===== src/rtl/core/ffba_pkg.sv =====
// ----------------------------------------------------------------------------
// First-fit block allocator package
// Shared sizes, codes and transaction types of the block allocator.
// ----------------------------------------------------------------------------
package ffba_pkg;

    // Map geometry.
    localparam int MAP_BLOCKS = 1024;
    localparam int WORD_BITS  = 32;
    localparam int MAP_WORDS  = MAP_BLOCKS / WORD_BITS;
    localparam int ADDR_W     = $clog2(MAP_WORDS);
    localparam int OFF_W      = $clog2(WORD_BITS);

    // Field widths.
    localparam int IDX_W      = 10;
    localparam int CNT_W      = 11;
    localparam int CFG_IDX_W  = 2;

    // Request codes.
    localparam logic CMD_ALLOC   = 1'b0;
    localparam logic CMD_FREE    = 1'b1;
    localparam logic REGION_USER = 1'b0;
    localparam logic REGION_RT   = 1'b1;

    // Configuration register indexes.
    localparam logic [CFG_IDX_W-1:0] REG_USER_LAST = 2'd0;
    localparam logic [CFG_IDX_W-1:0] REG_RT_LAST   = 2'd1;

    // Reset values of the configuration registers.
    localparam logic [IDX_W-1:0] USER_LAST_RESET = 10'd1023;
    localparam logic [IDX_W-1:0] RT_LAST_RESET   = 10'd63;

    // One request transaction.
    typedef struct packed {
        logic             cmd;
        logic             region;
        logic [IDX_W-1:0] start_index;
        logic [CNT_W-1:0] block_count;
    } t_req;

    // One result transaction.
    typedef struct packed {
        logic             success;
        logic [IDX_W-1:0] first_block;
    } t_rsp;

endpackage


===== src/rtl/core/first_fit_block_allocator.sv =====
// ----------------------------------------------------------------------------
// First-fit block allocator
// Allocates and frees runs of blocks in a 1024-block occupancy map.
// ----------------------------------------------------------------------------
// Usage:
//   A request transaction is taken at a rising edge where start is high and
//   busy is low. An allocate scans the map upward from start_index for the
//   first run of block_count free blocks that ends by the region's last
//   block, marks it used and returns its first block. A free clears a run.
//   Exactly one result transaction follows each request: o_rsp_valid is high
//   for one cycle and the receiver cannot stall it.
//   An allocate steps through dispatch, a start check, a scan of one 32-bit
//   map word per cycle through the single map read port (1 to 32 words), a
//   found test, a mark setup, a read-modify-write of one word per cycle over
//   the words the run covers and a result step. A search that finds no run,
//   or a start past the region end, goes to the fail step; a free skips the
//   scan, and a zero-length allocate or free skips the read-modify-write.
//   One request is in flight at a time; busy is high while it is worked on,
//   and the next request can be taken at the edge that ends the strobe.
//   The configuration channel is always ready; it is to be written while idle, which the block does not enforce.
//   Reset clears the map at once through per-word valid bits and loads the
//   region ends with 1023 and 63.
// ----------------------------------------------------------------------------
module first_fit_block_allocator
    import ffba_pkg::*;
(
    input  logic                 i_clk,
    input  logic                 i_rst_n,
    input  logic                 start,
    output logic                 busy,
    input  t_req                 i_req,
    output logic                 o_rsp_valid,
    output t_rsp                 o_rsp,
    input  logic                 i_cfg_valid,
    output logic                 o_cfg_ready,
    input  logic [CFG_IDX_W-1:0] i_cfg_index,
    input  logic [IDX_W-1:0]     i_cfg_data
);

    // ------------------------------------------------------------------
    // Microcode definitions.
    // ------------------------------------------------------------------
    localparam int STEP_W = 4;

    typedef enum logic [2:0] {
        ACT_NONE,
        ACT_SCAN_SETUP,
        ACT_SCAN,
        ACT_ALLOC_SETUP,
        ACT_FREE_SETUP,
        ACT_RMW,
        ACT_RESULT_OK,
        ACT_RESULT_FAIL
    } t_act;

    typedef enum logic [2:0] {
        C_ALWAYS,
        C_NO_START,
        C_IS_FREE,
        C_START_PAST,
        C_SCAN_AGAIN,
        C_NOT_FOUND,
        C_ZERO_COUNT,
        C_RMW_AGAIN
    } t_cond;

    typedef struct packed {
        t_act              act;
        t_cond             cond;
        logic [STEP_W-1:0] target;
    } t_uword;

    localparam logic [STEP_W-1:0] ST_IDLE  = 4'd0;
    localparam logic [STEP_W-1:0] ST_DISP  = 4'd1;
    localparam logic [STEP_W-1:0] ST_ACHK  = 4'd2;
    localparam logic [STEP_W-1:0] ST_ASCAN = 4'd3;
    localparam logic [STEP_W-1:0] ST_ATEST = 4'd4;
    localparam logic [STEP_W-1:0] ST_AMARK = 4'd5;
    localparam logic [STEP_W-1:0] ST_RMW   = 4'd6;
    localparam logic [STEP_W-1:0] ST_OK    = 4'd7;
    localparam logic [STEP_W-1:0] ST_FSET  = 4'd8;
    localparam logic [STEP_W-1:0] ST_FJMP  = 4'd9;
    localparam logic [STEP_W-1:0] ST_FAIL  = 4'd10;

    // Control store: a conditional jump goes to target, else to the next step.
    function automatic t_uword ucode(input logic [STEP_W-1:0] step);
        t_uword w;
        unique case (step)
            ST_IDLE:  w = '{ACT_NONE,        C_NO_START,   ST_IDLE};
            ST_DISP:  w = '{ACT_NONE,        C_IS_FREE,    ST_FSET};
            ST_ACHK:  w = '{ACT_SCAN_SETUP,  C_START_PAST, ST_FAIL};
            ST_ASCAN: w = '{ACT_SCAN,        C_SCAN_AGAIN, ST_ASCAN};
            ST_ATEST: w = '{ACT_NONE,        C_NOT_FOUND,  ST_FAIL};
            ST_AMARK: w = '{ACT_ALLOC_SETUP, C_ZERO_COUNT, ST_OK};
            ST_RMW:   w = '{ACT_RMW,         C_RMW_AGAIN,  ST_RMW};
            ST_OK:    w = '{ACT_RESULT_OK,   C_ALWAYS,     ST_IDLE};
            ST_FSET:  w = '{ACT_FREE_SETUP,  C_ZERO_COUNT, ST_OK};
            ST_FJMP:  w = '{ACT_NONE,        C_ALWAYS,     ST_RMW};
            ST_FAIL:  w = '{ACT_RESULT_FAIL, C_ALWAYS,     ST_IDLE};
            default:  w = '{ACT_NONE,        C_ALWAYS,     ST_IDLE};
        endcase
        return w;
    endfunction

    // ------------------------------------------------------------------
    // Registers.
    // ------------------------------------------------------------------
    logic [STEP_W-1:0]    r_step, n_step;
    t_req                 r_req;
    logic [IDX_W-1:0]     r_user_last, r_rt_last;
    logic [IDX_W-1:0]     r_last;
    logic [CNT_W-1:0]     r_need;
    logic [CNT_W-1:0]     r_len;
    logic                 r_first_word;
    logic [ADDR_W-1:0]    r_addr;
    logic                 r_found;
    logic [IDX_W-1:0]     r_first;
    logic [IDX_W-1:0]     r_lo, r_hi;
    logic                 r_set;
    logic                 r_rsp_valid;
    t_rsp                 r_rsp;

    // Map memory, its valid bits and its registered read port.
    logic [WORD_BITS-1:0] mem [MAP_WORDS];
    logic [MAP_WORDS-1:0] r_row_valid;
    logic [WORD_BITS-1:0] r_rd_word;
    logic                 r_rd_ok;

    t_uword               uw;
    logic                 cond_true;
    logic                 accept;
    logic [IDX_W-1:0]     sel_last;
    logic [WORD_BITS-1:0] rd_word;
    logic                 rd_en;
    logic [ADDR_W-1:0]    rd_addr;
    logic                 wr_en;
    logic [WORD_BITS-1:0] wr_word;
    logic [WORD_BITS-1:0] wr_mask;
    logic [OFF_W-1:0]     lo_off, hi_off;
    logic [IDX_W+1:0]     free_end;
    logic [IDX_W-1:0]     free_hi;
    logic [IDX_W-1:0]     alloc_hi;
    logic [ADDR_W-1:0]    addr_inc;

    // Scan unit signals.
    logic [WORD_BITS-1:0] used;
    logic                 lv_h [OFF_W+1][WORD_BITS];
    logic [OFF_W-1:0]     lv_p [OFF_W+1][WORD_BITS];
    logic [WORD_BITS-1:0] hit;
    logic [CNT_W-1:0]     end_len [WORD_BITS];
    logic                 scan_found;
    logic [OFF_W-1:0]     scan_sel;
    logic [IDX_W-1:0]     scan_first;
    logic [CNT_W-1:0]     scan_carry;

    assign accept      = start && !busy;
    assign busy        = (r_step != ST_IDLE);
    assign o_cfg_ready = 1'b1;
    assign o_rsp_valid = r_rsp_valid;
    assign o_rsp       = r_rsp;
    assign sel_last    = (i_req.region == REGION_RT && r_step == ST_IDLE) ? r_rt_last :
                         (r_req.region == REGION_RT) ? r_rt_last : r_user_last;
    assign rd_word     = r_rd_ok ? r_rd_word : '0;
    assign addr_inc    = ADDR_W'(r_addr + 1'b1);
    assign uw          = ucode(r_step);

    // ------------------------------------------------------------------
    // Scan unit: finds the first position in the current word where a
    // free run reaches the needed length, carrying the run across words.
    // ------------------------------------------------------------------
    always_comb begin
        // Blocks before the search start or past the region end count as used.
        for (int b = 0; b < WORD_BITS; b++) begin
            used[b] = rd_word[b]
                   || (r_first_word && (OFF_W'(b) < r_req.start_index[OFF_W-1:0]))
                   || ({r_addr, OFF_W'(b)} > r_last);
        end

        // Position of the last used bit at or below each lane.
        for (int b = 0; b < WORD_BITS; b++) begin
            lv_h[0][b] = used[b];
            lv_p[0][b] = OFF_W'(b);
        end
        for (int k = 0; k < OFF_W; k++) begin
            for (int b = 0; b < WORD_BITS; b++) begin
                if (!lv_h[k][b] && (b >= (1 << k))) begin
                    lv_h[k+1][b] = lv_h[k][b - (1 << k)];
                    lv_p[k+1][b] = lv_p[k][b - (1 << k)];
                end else begin
                    lv_h[k+1][b] = lv_h[k][b];
                    lv_p[k+1][b] = lv_p[k][b];
                end
            end
        end

        // Free run length ending at each lane.
        for (int b = 0; b < WORD_BITS; b++) begin
            if (lv_h[OFF_W][b]) begin
                end_len[b] = CNT_W'(OFF_W'(OFF_W'(b) - lv_p[OFF_W][b]));
            end else begin
                end_len[b] = CNT_W'(r_len + CNT_W'(b) + CNT_W'(1));
            end
            hit[b] = !used[b] && (end_len[b] >= r_need);
        end

        // Lowest lane where the run is complete.
        scan_found = |hit;
        scan_sel   = '0;
        for (int b = WORD_BITS - 1; b >= 0; b--) begin
            if (hit[b]) begin
                scan_sel = OFF_W'(b);
            end
        end
        scan_first = IDX_W'(CNT_W'({r_addr, scan_sel}) + CNT_W'(1) - r_need);
        scan_carry = lv_h[OFF_W][WORD_BITS-1] ? end_len[WORD_BITS-1]
                                              : CNT_W'(r_len + CNT_W'(WORD_BITS));
    end

    // ------------------------------------------------------------------
    // Run bounds for marking and freeing.
    // ------------------------------------------------------------------
    always_comb begin
        free_end = (IDX_W+2)'(r_req.start_index) + (IDX_W+2)'(r_req.block_count)
                 - (IDX_W+2)'(1);
        free_hi  = (free_end > (IDX_W+2)'(MAP_BLOCKS - 1)) ? IDX_W'(MAP_BLOCKS - 1)
                                                           : IDX_W'(free_end);
        alloc_hi = IDX_W'(r_first + IDX_W'(r_req.block_count) - IDX_W'(1));
        lo_off   = (r_addr == r_lo[IDX_W-1:OFF_W]) ? r_lo[OFF_W-1:0] : '0;
        hi_off   = (r_addr == r_hi[IDX_W-1:OFF_W]) ? r_hi[OFF_W-1:0] : OFF_W'(WORD_BITS - 1);
        wr_mask  = ({WORD_BITS{1'b1}} << lo_off)
                 & ({WORD_BITS{1'b1}} >> (OFF_W'(WORD_BITS - 1) - hi_off));
        wr_word  = r_set ? (rd_word | wr_mask) : (rd_word & ~wr_mask);
    end

    // ------------------------------------------------------------------
    // Branch condition and step sequencing.
    // ------------------------------------------------------------------
    always_comb begin
        unique case (uw.cond)
            C_ALWAYS:     cond_true = 1'b1;
            C_NO_START:   cond_true = !start;
            C_IS_FREE:    cond_true = (r_req.cmd == CMD_FREE);
            C_START_PAST: cond_true = (r_req.start_index > sel_last);
            C_SCAN_AGAIN: cond_true = !scan_found && (r_addr != r_last[IDX_W-1:OFF_W]);
            C_NOT_FOUND:  cond_true = !r_found;
            C_ZERO_COUNT: cond_true = (r_req.block_count == '0);
            C_RMW_AGAIN:  cond_true = (r_addr != r_hi[IDX_W-1:OFF_W]);
            default:      cond_true = 1'b1;
        endcase
        n_step = cond_true ? uw.target : STEP_W'(r_step + 1'b1);
    end

    // ------------------------------------------------------------------
    // Memory port control.
    // ------------------------------------------------------------------
    always_comb begin
        rd_en   = 1'b0;
        rd_addr = r_addr;
        wr_en   = 1'b0;
        unique case (uw.act)
            ACT_SCAN_SETUP: begin
                rd_en   = 1'b1;
                rd_addr = r_req.start_index[IDX_W-1:OFF_W];
            end
            ACT_SCAN: begin
                rd_en   = cond_true;
                rd_addr = addr_inc;
            end
            ACT_ALLOC_SETUP: begin
                rd_en   = 1'b1;
                rd_addr = r_first[IDX_W-1:OFF_W];
            end
            ACT_FREE_SETUP: begin
                rd_en   = 1'b1;
                rd_addr = r_req.start_index[IDX_W-1:OFF_W];
            end
            ACT_RMW: begin
                wr_en   = 1'b1;
                rd_en   = cond_true;
                rd_addr = addr_inc;
            end
            default: begin
                rd_en   = 1'b0;
            end
        endcase
    end

    // Map memory: one write and one registered read per cycle.
    always_ff @(posedge i_clk) begin
        if (wr_en) begin
            mem[r_addr] <= wr_word;
        end
        if (rd_en) begin
            r_rd_word <= mem[rd_addr];
        end
    end

    // Row valid bits: a row never written reads as all free.
    always_ff @(posedge i_clk) begin
        if (!i_rst_n) begin
            r_row_valid <= '0;
            r_rd_ok     <= 1'b0;
        end else begin
            if (wr_en) begin
                r_row_valid[r_addr] <= 1'b1;
            end
            if (rd_en) begin
                r_rd_ok <= r_row_valid[rd_addr];
            end
        end
    end

    // Configuration registers.
    always_ff @(posedge i_clk) begin
        if (!i_rst_n) begin
            r_user_last <= USER_LAST_RESET;
            r_rt_last   <= RT_LAST_RESET;
        end else if (i_cfg_valid && o_cfg_ready) begin
            if (i_cfg_index == REG_USER_LAST) begin
                r_user_last <= i_cfg_data;
            end else if (i_cfg_index == REG_RT_LAST) begin
                r_rt_last <= i_cfg_data;
            end
        end
    end

    // Control state and result strobe.
    always_ff @(posedge i_clk) begin
        if (!i_rst_n) begin
            r_step      <= ST_IDLE;
            r_rsp_valid <= 1'b0;
        end else begin
            r_step      <= n_step;
            r_rsp_valid <= (uw.act == ACT_RESULT_OK) || (uw.act == ACT_RESULT_FAIL);
        end
    end

    // Datapath registers driven by the control word.
    always_ff @(posedge i_clk) begin
        if (accept) begin
            r_req <= i_req;
        end
        unique case (uw.act)
            ACT_SCAN_SETUP: begin
                r_last       <= sel_last;
                r_need       <= (r_req.block_count == '0) ? CNT_W'(1) : r_req.block_count;
                r_len        <= '0;
                r_first_word <= 1'b1;
                r_found      <= 1'b0;
                r_addr       <= r_req.start_index[IDX_W-1:OFF_W];
            end
            ACT_SCAN: begin
                r_found      <= scan_found;
                r_first      <= scan_first;
                r_len        <= scan_carry;
                r_first_word <= 1'b0;
                r_addr       <= addr_inc;
            end
            ACT_ALLOC_SETUP: begin
                r_lo   <= r_first;
                r_hi   <= alloc_hi;
                r_set  <= 1'b1;
                r_addr <= r_first[IDX_W-1:OFF_W];
            end
            ACT_FREE_SETUP: begin
                r_lo    <= r_req.start_index;
                r_hi    <= free_hi;
                r_set   <= 1'b0;
                r_first <= '0;
                r_addr  <= r_req.start_index[IDX_W-1:OFF_W];
            end
            ACT_RMW: begin
                r_addr <= addr_inc;
            end
            ACT_RESULT_OK: begin
                r_rsp.success     <= 1'b1;
                r_rsp.first_block <= r_first;
            end
            ACT_RESULT_FAIL: begin
                r_rsp.success     <= 1'b0;
                r_rsp.first_block <= '0;
            end
            default: begin
                r_addr <= r_addr;
            end
        endcase
    end

    // ------------------------------------------------------------------
    // Assertions.
    // ------------------------------------------------------------------
    a_rsp_from_result_step : assert property (@(posedge i_clk) disable iff (!i_rst_n)
        o_rsp_valid |-> ($past(r_step) == ST_OK || $past(r_step) == ST_FAIL))
        else $error("result strobe without a result step");

    a_busy_needs_start : assert property (@(posedge i_clk) disable iff (!i_rst_n)
        $rose(busy) |-> $past(start))
        else $error("busy rose without an accepted request");

    a_scan_in_region : assert property (@(posedge i_clk) disable iff (!i_rst_n)
        (r_step == ST_ASCAN) |-> (r_addr <= r_last[IDX_W-1:OFF_W]))
        else $error("scan passed the region end");

    a_fail_zero_block : assert property (@(posedge i_clk) disable iff (!i_rst_n)
        (o_rsp_valid && !o_rsp.success) |-> (o_rsp.first_block == '0))
        else $error("failed allocation returned a block");

endmodule

===== config.mk =====
export PLATFORM = sky130hd
export DESIGN_NAME = first_fit_block_allocator
export DESIGN_NICKNAME = d
export VERILOG_FILES = /design/src/rtl/core/ffba_pkg.sv /design/src/rtl/core/first_fit_block_allocator.sv
export SDC_FILE = /design/constraint.sdc
export NUM_CORES = 2
export LEC_CHECK = 0
export CORE_AREA = 2 2 346 348
export DETAILED_ROUTE_END_ITERATION = 12
export DIE_AREA = 0 0 348 350
export DONT_BUFFER_PORTS = 1
export HOLD_SLACK_MARGIN = 0.05
export PLACE_DENSITY = 0.81
export SETUP_SLACK_MARGIN = 0.4
export SLEW_MARGIN = 30
export SYNTH_ARGS = -nofsm -noshare
export SYNTH_HDL_FRONTEND = slang
export SYNTH_SLANG_ARGS = --single-unit
export TNS_END_PERCENT = 100

===== constraint.sdc =====
create_clock -name i_clk -period 6.83 [get_ports i_clk]
set_input_delay 1.366 -clock i_clk [delete_from_list [all_inputs] [get_ports i_clk]]
set_output_delay 1.366 -clock i_clk [all_outputs]
set_load 0.02 [all_outputs]

== Yosys cells after proc, flatten, opt, wreduce, memory -nomap -nowiden ==
Memories as Yosys holds them, arrays and structs flattened. A register that Yosys moved wholly into a read port is not among the register bits.
Cells that the tools add are included.
W data, S select, Z words.

* Add/sub/neg operators: 103
* Order comparisons: 101
* Equal/unequal tests: 19
* Shift operators: 2
* Mux-type cells: 350
* Bitwise gates (word level): 6
* Reduce and logical (&&, ||, !) cells: 184

{| class="wikitable"
|+ Operators with widths
! cell !! number
|-
| $mux W5 || 83
|-
| $mux W11 || 33
|-
| $add A11 B1 Y11 const B || 32
|-
| $ge A11 B11 Y1 || 32
|-
| $gt A10 B10 Y1 || 33
|-
| $add A11 B5 Y11 const B || 16
|-
| $mux W1 || 150
|-
| $mux W4 || 26
|-
| $add A11 B4 Y11 const B || 8
|-
| $sub A5 B5 Y5 const A || 17
|-
| $lt A5 B5 Y1 const A || 16
|-
| $mux W3 || 23
|-
| $logic_and A1 B1 Y1 || 68
|-
| $logic_or A1 B1 Y1 || 65
|-
| $and A32 B32 Y32 || 2
|-
| $mux W32 || 2
|-
| $or A32 B32 Y32 || 2
|-
| $pmux W10 S2 || 3
|-
| $add A11 B3 Y11 const B || 4
|-
| $pmux W11 S2 || 2
|-
| $lt A4 B5 Y1 const A || 8
|-
| $sub A4 B5 Y5 const A || 8
|-
| $logic_not A1 Y1 || 36
|-
| $mux W2 || 17
|-
| 46 further kinds || 79
|}

* Flip-flop bits (word level): 162
* Bits in writable memories: 1,024
* Bits in read-only memories: 160
* Input bits: 39
* Output and inout port bits: 14
* Memories kept: 2

{| class="wikitable"
|+ Memories
! memory !! words !! width !! read ports !! clocked after memory_dff !! write ports !! line !! text
|-
| mem || 32 || 32 || 1 || 1 || 1 || first_fit_block_allocator.sv:124 || <nowiki>logic [WORD_BITS-1:0] mem [MAP_WORDS];</nowiki>
|-
| (no name shown) || 16 || 10 || 1 || 1 || 0 || first_fit_block_allocator.sv:88 || <nowiki>unique case (step)</nowiki>
|}

== Logic depth before layout (Yosys ltp) ==
* Word-level depth: 48
* Gate-level depth with buffers: 46

== Worst setup path before layout ==
No wires, ideal clock.

* Path kind: register to register
* Start point: register r_addr[1]
* End point: register r_first[9] (data pin)
* Arrival: 7,089 ps
* Data required time: 6,565 ps
* Path slack: -524 ps
* Stages on the path, launching flop included: 43
* Period minus slack after synthesis: 7,354 ps
* Cell sequence: dfxtp_1 -> ha_1 -> and4_1 -> buf_4 -> buf_6 -> nand3_1 -> o211a_1 -> o21ai_1 -> or4_1 -> clkbuf_1 -> a211oi_2 -> a311oi_1 -> o31ai_2 -> ha_1 -> o211ai_1 -> xnor2_1 -> nor2_1 -> ha_1 -> [... 7 more ...] -> a31oi_1 -> o21bai_1 -> a31oi_1 -> o31ai_1 -> ha_1 -> inv_1 -> ha_1 -> inv_1 -> fa_1 -> nor2b_1 -> o21ai_0 -> nand2b_1 -> a21oi_1 -> o21bai_1 -> a21o_1 -> a21oi_1 -> xnor2_1 -> nor2_1

* Longest elaborated chain between the ends: 46

{| class="wikitable"
|+ RTL lines
! what !! line !! text
|-
| start, declared || first_fit_block_allocator.sv:115 || <nowiki>logic [ADDR_W-1:0] r_addr;</nowiki>
|-
| start signal, assigned || first_fit_block_allocator.sv:350 || <nowiki>r_addr <= r_req.start_index[IDX_W-1:OFF_W];</nowiki>
|-
| start signal, assigned || first_fit_block_allocator.sv:357 || <nowiki>r_addr <= addr_inc;</nowiki>
|-
| start signal, assigned || first_fit_block_allocator.sv:363 || <nowiki>r_addr <= r_first[IDX_W-1:OFF_W];</nowiki>
|-
| $gt A10 B10 Y1 || first_fit_block_allocator.sv:176 || <nowiki>|| ({r_addr, OFF_W'(b)} > r_last);</nowiki>
|-
| $logic_or A1 B1 Y1 || first_fit_block_allocator.sv:176 ||
|-
| $mux W1 || first_fit_block_allocator.sv:186 || <nowiki>if (!lv_h[k][b] && (b >= (1 << k))) begin</nowiki>
|-
| $mux W2 or $mux W1 (tied branches) || first_fit_block_allocator.sv:186 ||
|-
| $mux W3 or $mux W1 (tied branches) || first_fit_block_allocator.sv:186 ||
|-
| $mux W5 or $mux W1 (tied branches) || first_fit_block_allocator.sv:186 ||
|-
| $mux W5 || first_fit_block_allocator.sv:186 ||
|-
| $sub A5 B5 Y5 || first_fit_block_allocator.sv:199 || <nowiki>end_len[b] = CNT_W'(OFF_W'(OFF_W'(b) - lv_p[OFF_W][b]));</nowiki>
|-
| $mux W11 || first_fit_block_allocator.sv:198 || <nowiki>if (lv_h[OFF_W][b]) begin</nowiki>
|-
| $ge A11 B11 Y1 || first_fit_block_allocator.sv:203 || <nowiki>hit[b] = !used[b] && (end_len[b] >= r_need);</nowiki>
|-
| $logic_and A1 B1 Y1 || first_fit_block_allocator.sv:203 ||
|-
| $mux W5 (32 in series) || first_fit_block_allocator.sv:210 || <nowiki>if (hit[b]) begin</nowiki>
|-
| $add A10 B1 Y10 (*) || first_fit_block_allocator.sv:214 || <nowiki>scan_first = IDX_W'(CNT_W'({r_addr, scan_sel}) + CNT_W'(1) - r_need);</nowiki>
|-
| $sub A10 B10 Y10 (*) || first_fit_block_allocator.sv:214 ||
|-
| $pmux W10 S2 (*) || first_fit_block_allocator.sv:343 || <nowiki>unique case (uw.act)</nowiki>
|-
| end signal, assigned || first_fit_block_allocator.sv:354 || <nowiki>r_first <= scan_first;</nowiki>
|-
| end, declared || first_fit_block_allocator.sv:117 || <nowiki>logic [IDX_W-1:0] r_first;</nowiki>
|}

Every way passes the cells marked *; elsewhere a longest branch is shown, timed or not.
A chain may end at the register's enable or synchronous reset.

== Worst setup path in the final report ==
* Start point: register r_last[9]
* End point: register r_first[8] (data pin)

* Longest elaborated chain between the ends: 46

{| class="wikitable"
|+ RTL lines
! what !! line !! text
|-
| start, declared || first_fit_block_allocator.sv:111 || <nowiki>logic [IDX_W-1:0] r_last;</nowiki>
|-
| start signal, assigned || first_fit_block_allocator.sv:345 || <nowiki>r_last <= sel_last;</nowiki>
|-
| $gt A10 B10 Y1 || first_fit_block_allocator.sv:176 ||
|-
| $logic_or A1 B1 Y1 || first_fit_block_allocator.sv:176 ||
|-
| $mux W1 || first_fit_block_allocator.sv:186 ||
|-
| $mux W2 or $mux W1 (tied branches) || first_fit_block_allocator.sv:186 ||
|-
| $mux W3 or $mux W1 (tied branches) || first_fit_block_allocator.sv:186 ||
|-
| $mux W5 or $mux W1 (tied branches) || first_fit_block_allocator.sv:186 ||
|-
| $mux W5 || first_fit_block_allocator.sv:186 ||
|-
| $sub A5 B5 Y5 || first_fit_block_allocator.sv:199 ||
|-
| $mux W11 || first_fit_block_allocator.sv:198 ||
|-
| $ge A11 B11 Y1 || first_fit_block_allocator.sv:203 ||
|-
| $logic_and A1 B1 Y1 || first_fit_block_allocator.sv:203 ||
|-
| $mux W5 (31 in series) || first_fit_block_allocator.sv:210 ||
|-
| $mux W5 (*) || first_fit_block_allocator.sv:210 ||
|-
| $add A10 B1 Y10 (*) || first_fit_block_allocator.sv:214 ||
|-
| $sub A10 B10 Y10 (*) || first_fit_block_allocator.sv:214 ||
|-
| $pmux W10 S2 (*) || first_fit_block_allocator.sv:343 ||
|}

Marks and branches as above.

==> results.md <==
- Seq/Total Area, Yosys: 52.1%
- Met3 Track Usage GR: roughly a tenth
- Startpoint of the worst hold path: r_row_valid[14]
- TritonRoute pass-1 iters: 6
- M2 GR Usage: between 60 and 70%
- Placer Congestion: about 1.1
- Via count: between 60,000 and 70,000
- Input/output buffers: 0
- Crit start category: register
- Hold worst-path end: r_row_valid[14]
- Grt total ovfl: 0
- CP Class: reg2reg
- Asr flop ratio synth: 0%
- Routed WL: about 270 mm
- Residual DRC count: 0
- Reg clk slew, reported paths: around 0.060 ns
- Initial DRC count: 8,051
- Post-Layout Cell Count: ~9,300
- Hold depth: 1
- Mapped Area: a little under 0.07 mm^2
- Worst-skew pair later-pin latency: 0.79 ns
- CTS Sinks: between 1,000 and 1,500
- EDFF count, synth: 1,155
- Final Cycle Share: 119%
- Main combinational cell family by area after synthesis: simple AND/OR/NAND/NOR gates
- Synth Area in Compound Gates: between 10% and 20%
- Vias in the first global route: 60,066
- Peak supply drop: between 0.7 and 0.8 mV
- CP max stage cell: or4_4
- Mux contribution to synthesized area: less than 1%
- Worst R2R End: r_first[8]
- Die W: between 300 and 400 um
- Die area: approximately 0.12 mm^2
- Main synth FF type: edfxtp_1
- CTS tree: built
- Via density: roughly 6.6
- Arr. time, crit path: around 8.7 ns
- Die Ht: 350 um
- Synth Area in Adders: under 10%
- Hold Vio Cnt, Final: 0
- Simple-Gate Fraction of Synth Area: about a fifth
- Failing checks: setup timing
- Final nets: ~8,200
- Syn_area_per_cell: approximately 10 um^2
- Slowest stage delay, CP: between 0.5 and 0.6 ns
- CTS HTree Levels: 3
- Root buf cell: clkbuf_16
- Status: finished, violations left
- Slew Limit Fails: 0
- Crit path max fanout: 5
- CTS Buffer Depth: 3
- Unique masters post-synth: 123
- Final min period: around 8.1 ns
- ANT nets after route: 0
- Cell count after synthesis: 6,802
- Post-Synth XOR/XNOR Area: under 10%
- DP HPWL: 181 mm
- R2R setup slack: -1.30 ns
- Largest net degree at the start of global routing: 160
- Cells on worst reg2reg path: 46
- Max_cap viols: 0
- FF-to-FF Start: r_last[9]
- Starting Density: 58.9%
- Cell seen most often among critical-path stages: buf_4
- WL/cell: around 29 um
- Initial antenna violation count: 11
- Final Setup Violations: 56
- Yosys reg bits: 1,228
- Synth-to-layout area growth: 21.5%
- Skew final: about 0.085 ns
- IO Pins: 53
- Placed cell area: around 0.08 mm^2
- Placeable Area: around 0.12 mm^2
- RSZ-0062 raised after global routing: true
- # placed instances: ~9,000
- First-pass GRT wire length: just under 400 mm
- Layout cells sized above 1: 21.4%
- GRT busiest layer: met2
- Pwr dens: around 560 mW/mm^2
- Net count after synthesis: 7,320
- Final Power: 47,300 uW
- Setup ws final: -1.30 ns
- Global-route usage over all layers: around 43%
- Yosys synthesis warning count: 0
- Inserted Clock Buffers: around 120
- Critical Path RT: roughly 7.3 ns
- Setup TNS: -36.86 ns
- Leakage: 0.0329 uW
- Design area: 0.0843 mm^2
- Worst-Margin Slew: 1.10 ns
- Post-layout util: 71.6%
- HP Class: reg2reg
- Slew headroom: 26.3%
- Met1 usage: around 53%
- Setup crit end kind: register
- Fmax: between 100 and 150 MHz
- Floorplan row count: around 130
[critical path, delay by kind of cell (launching register included)]
kind                       cells  cell delay (ns)
AOI/OAI and AO/OA             19             2.97
adders and majority gates      5             1.19
DFF                            1             0.35
buffers and inverters         13             1.65
xor gates and xnor gates       2             0.32
and+or+nand+nor                7             1.44
[kinds of logic after synthesis]
family	after synthesis
DFF	1228
xor gates and xnor gates	271
adders and majority gates	480
muxes	47
buffers and inverters	584
AOI/OAI and AO/OA	1223
other	1
and+or+nand+nor	2968
[cell usage in the layout (no fill, tap or decap), types with 30 or more instances in the layout]
| master | Yosys | layout |
|---|---|---|
| ha_1 | 476 | 458 |
| a211oi_1 | 38 | 35 |
| nand4_1 | 65 | 65 |
| a311oi_1 | 203 | 203 |
| inv_1 | 182 | 167 |
| nor2b_1 | 62 | 60 |
| o31ai_1 | 53 | 51 |
| nand3_1 | 503 | 499 |
| dfxtp_1 | 73 | 71 |
| nor2_4 | 1 | 36 |
| xor2_1 | 109 | 109 |
| and3_1 | 125 | 121 |
| nor3_1 | 67 | 52 |
| o21ai_1 | 15 | 32 |
| o211ai_1 | 30 | 30 |
| nand2b_1 | 35 | 33 |
| buf_4 | 4 | 1097 |
| clkbuf_16 | 0 | 118 |
| a21oi_1 | 223 | 208 |
| xnor2_1 | 162 | 158 |
| o21ai_0 | 200 | 153 |
| edfxtp_1 | 1155 | 1155 |
| a31oi_1 | 49 | 41 |
| nor2_1 | 559 | 515 |
| a311o_1 | 34 | 34 |
| nand2_1 | 1383 | 1379 |
| a21o_1 | 44 | 44 |
| o21a_1 | 93 | 91 |
[worst max path at each step]
stage	depth (start not counted)	slack [ns]	startpoint	end
4_1_cts	45	-1.00	r_req[15]	r_first[9]
5_1_grt	46	-1.52	r_last[8]	r_first[9]
6_report	46	-1.30	r_last[9]	r_first[8]
3_5_place_dp	47	-1.58	r_last[6]	r_first[9]
3_3_place_gp	45	-1.61	r_last[7]	r_first[9]
2_1_floorplan	42	-0.27	r_last[7]	r_first[9]
[metrics by stage]
step                      hold WS, ns  setup slack, ns
after floorplan                 0.435           -0.266
after global placement          0.445            -1.61
after detailed placement        0.453            -1.58
after CTS                       0.466            -1.00
after global routing            0.481            -1.52
final                           0.466            -1.30
[per-layer routing]
metal | up-vias | part of all wire, %
li1 | 26660 | -
met1 | 29341 | 35
met2 | 4283 | 46
met3 | 1039 | 12
met4 | 8 | 7.4
met5 | - | 0.020
[synth_stat cells (all sizes together), types with 13 or more instances]
library cell	number	area share (%)
xor2	109	1.4
a21o	44	0.48
nand2b	37	0.35
a311o	34	0.49
ha	476	8.6
xnor2	162	2.0
mux2i	34	0.49
o21ai	222	1.6
a211o	14	0.18
dfxtp	73	2.1
o31ai	55	0.61
or2	25	0.23
nand3	503	3.6
nor2	561	3.0
o22ai	23	0.21
nor3	70	0.53
or3	27	0.26
clkbuf	308	1.7
edfxtp	1155	50
o211ai	33	0.39
nor4	32	0.38
and3	125	1.1
and2	27	0.24
nor2b	62	0.56
a22oi	13	0.19
nand2	1386	7.5
o21bai	27	0.30
buf	90	0.67
a31oi	50	0.47
nand4	70	0.69
a21oi	225	1.6
a311oi	204	2.6
a211oi	41	0.47
inv	186	1.0
o21a	93	1.0
[repair_timing]
| action | CTS | global route |
|---|---|---|
| setup endpoints to repair | 58 | 58 |
| resized for setup | 126 | 88 |
| setup buffers | 34 | 12 |
| pin swaps | 55 | 60 |
| gates cloned | 0 | 0 |
| hold buffers | 0 | 0 |
[sequential cells by signal, indices dropped and copies added, names as in the netlist, 11 cells and up]
| name | flops |
|---|---|
| mem | 1024 |
| r_req | 23 |
| o_rsp | 11 |
| r_rd_word | 32 |
| r_row_valid | 32 |
| r_len | 11 |
| r_need | 11 |
[power breakdown]
part	switching [uW]	leakage, uW	internal [uW]
combinational	19100	0.0201	11600
sequential	472	0.0109	9460
clock	2910	0.00190	3730
total	22500	0.0329	24800
[area by class of cell]
type                            instances  area [um^2]
Inverter                              186          726
Multi-Input combinational cell       4990        32500
Timing Repair Buffer                 1154         9130
Tap cell                             1536         1920
Antenna cell                            5         12.5
Clock buffer                          145         3090
Fill cell                            8156        33400
Sequential cell                      1228        36100
Clock inverter                         71          841
Power figures use the tool's default switching activity.
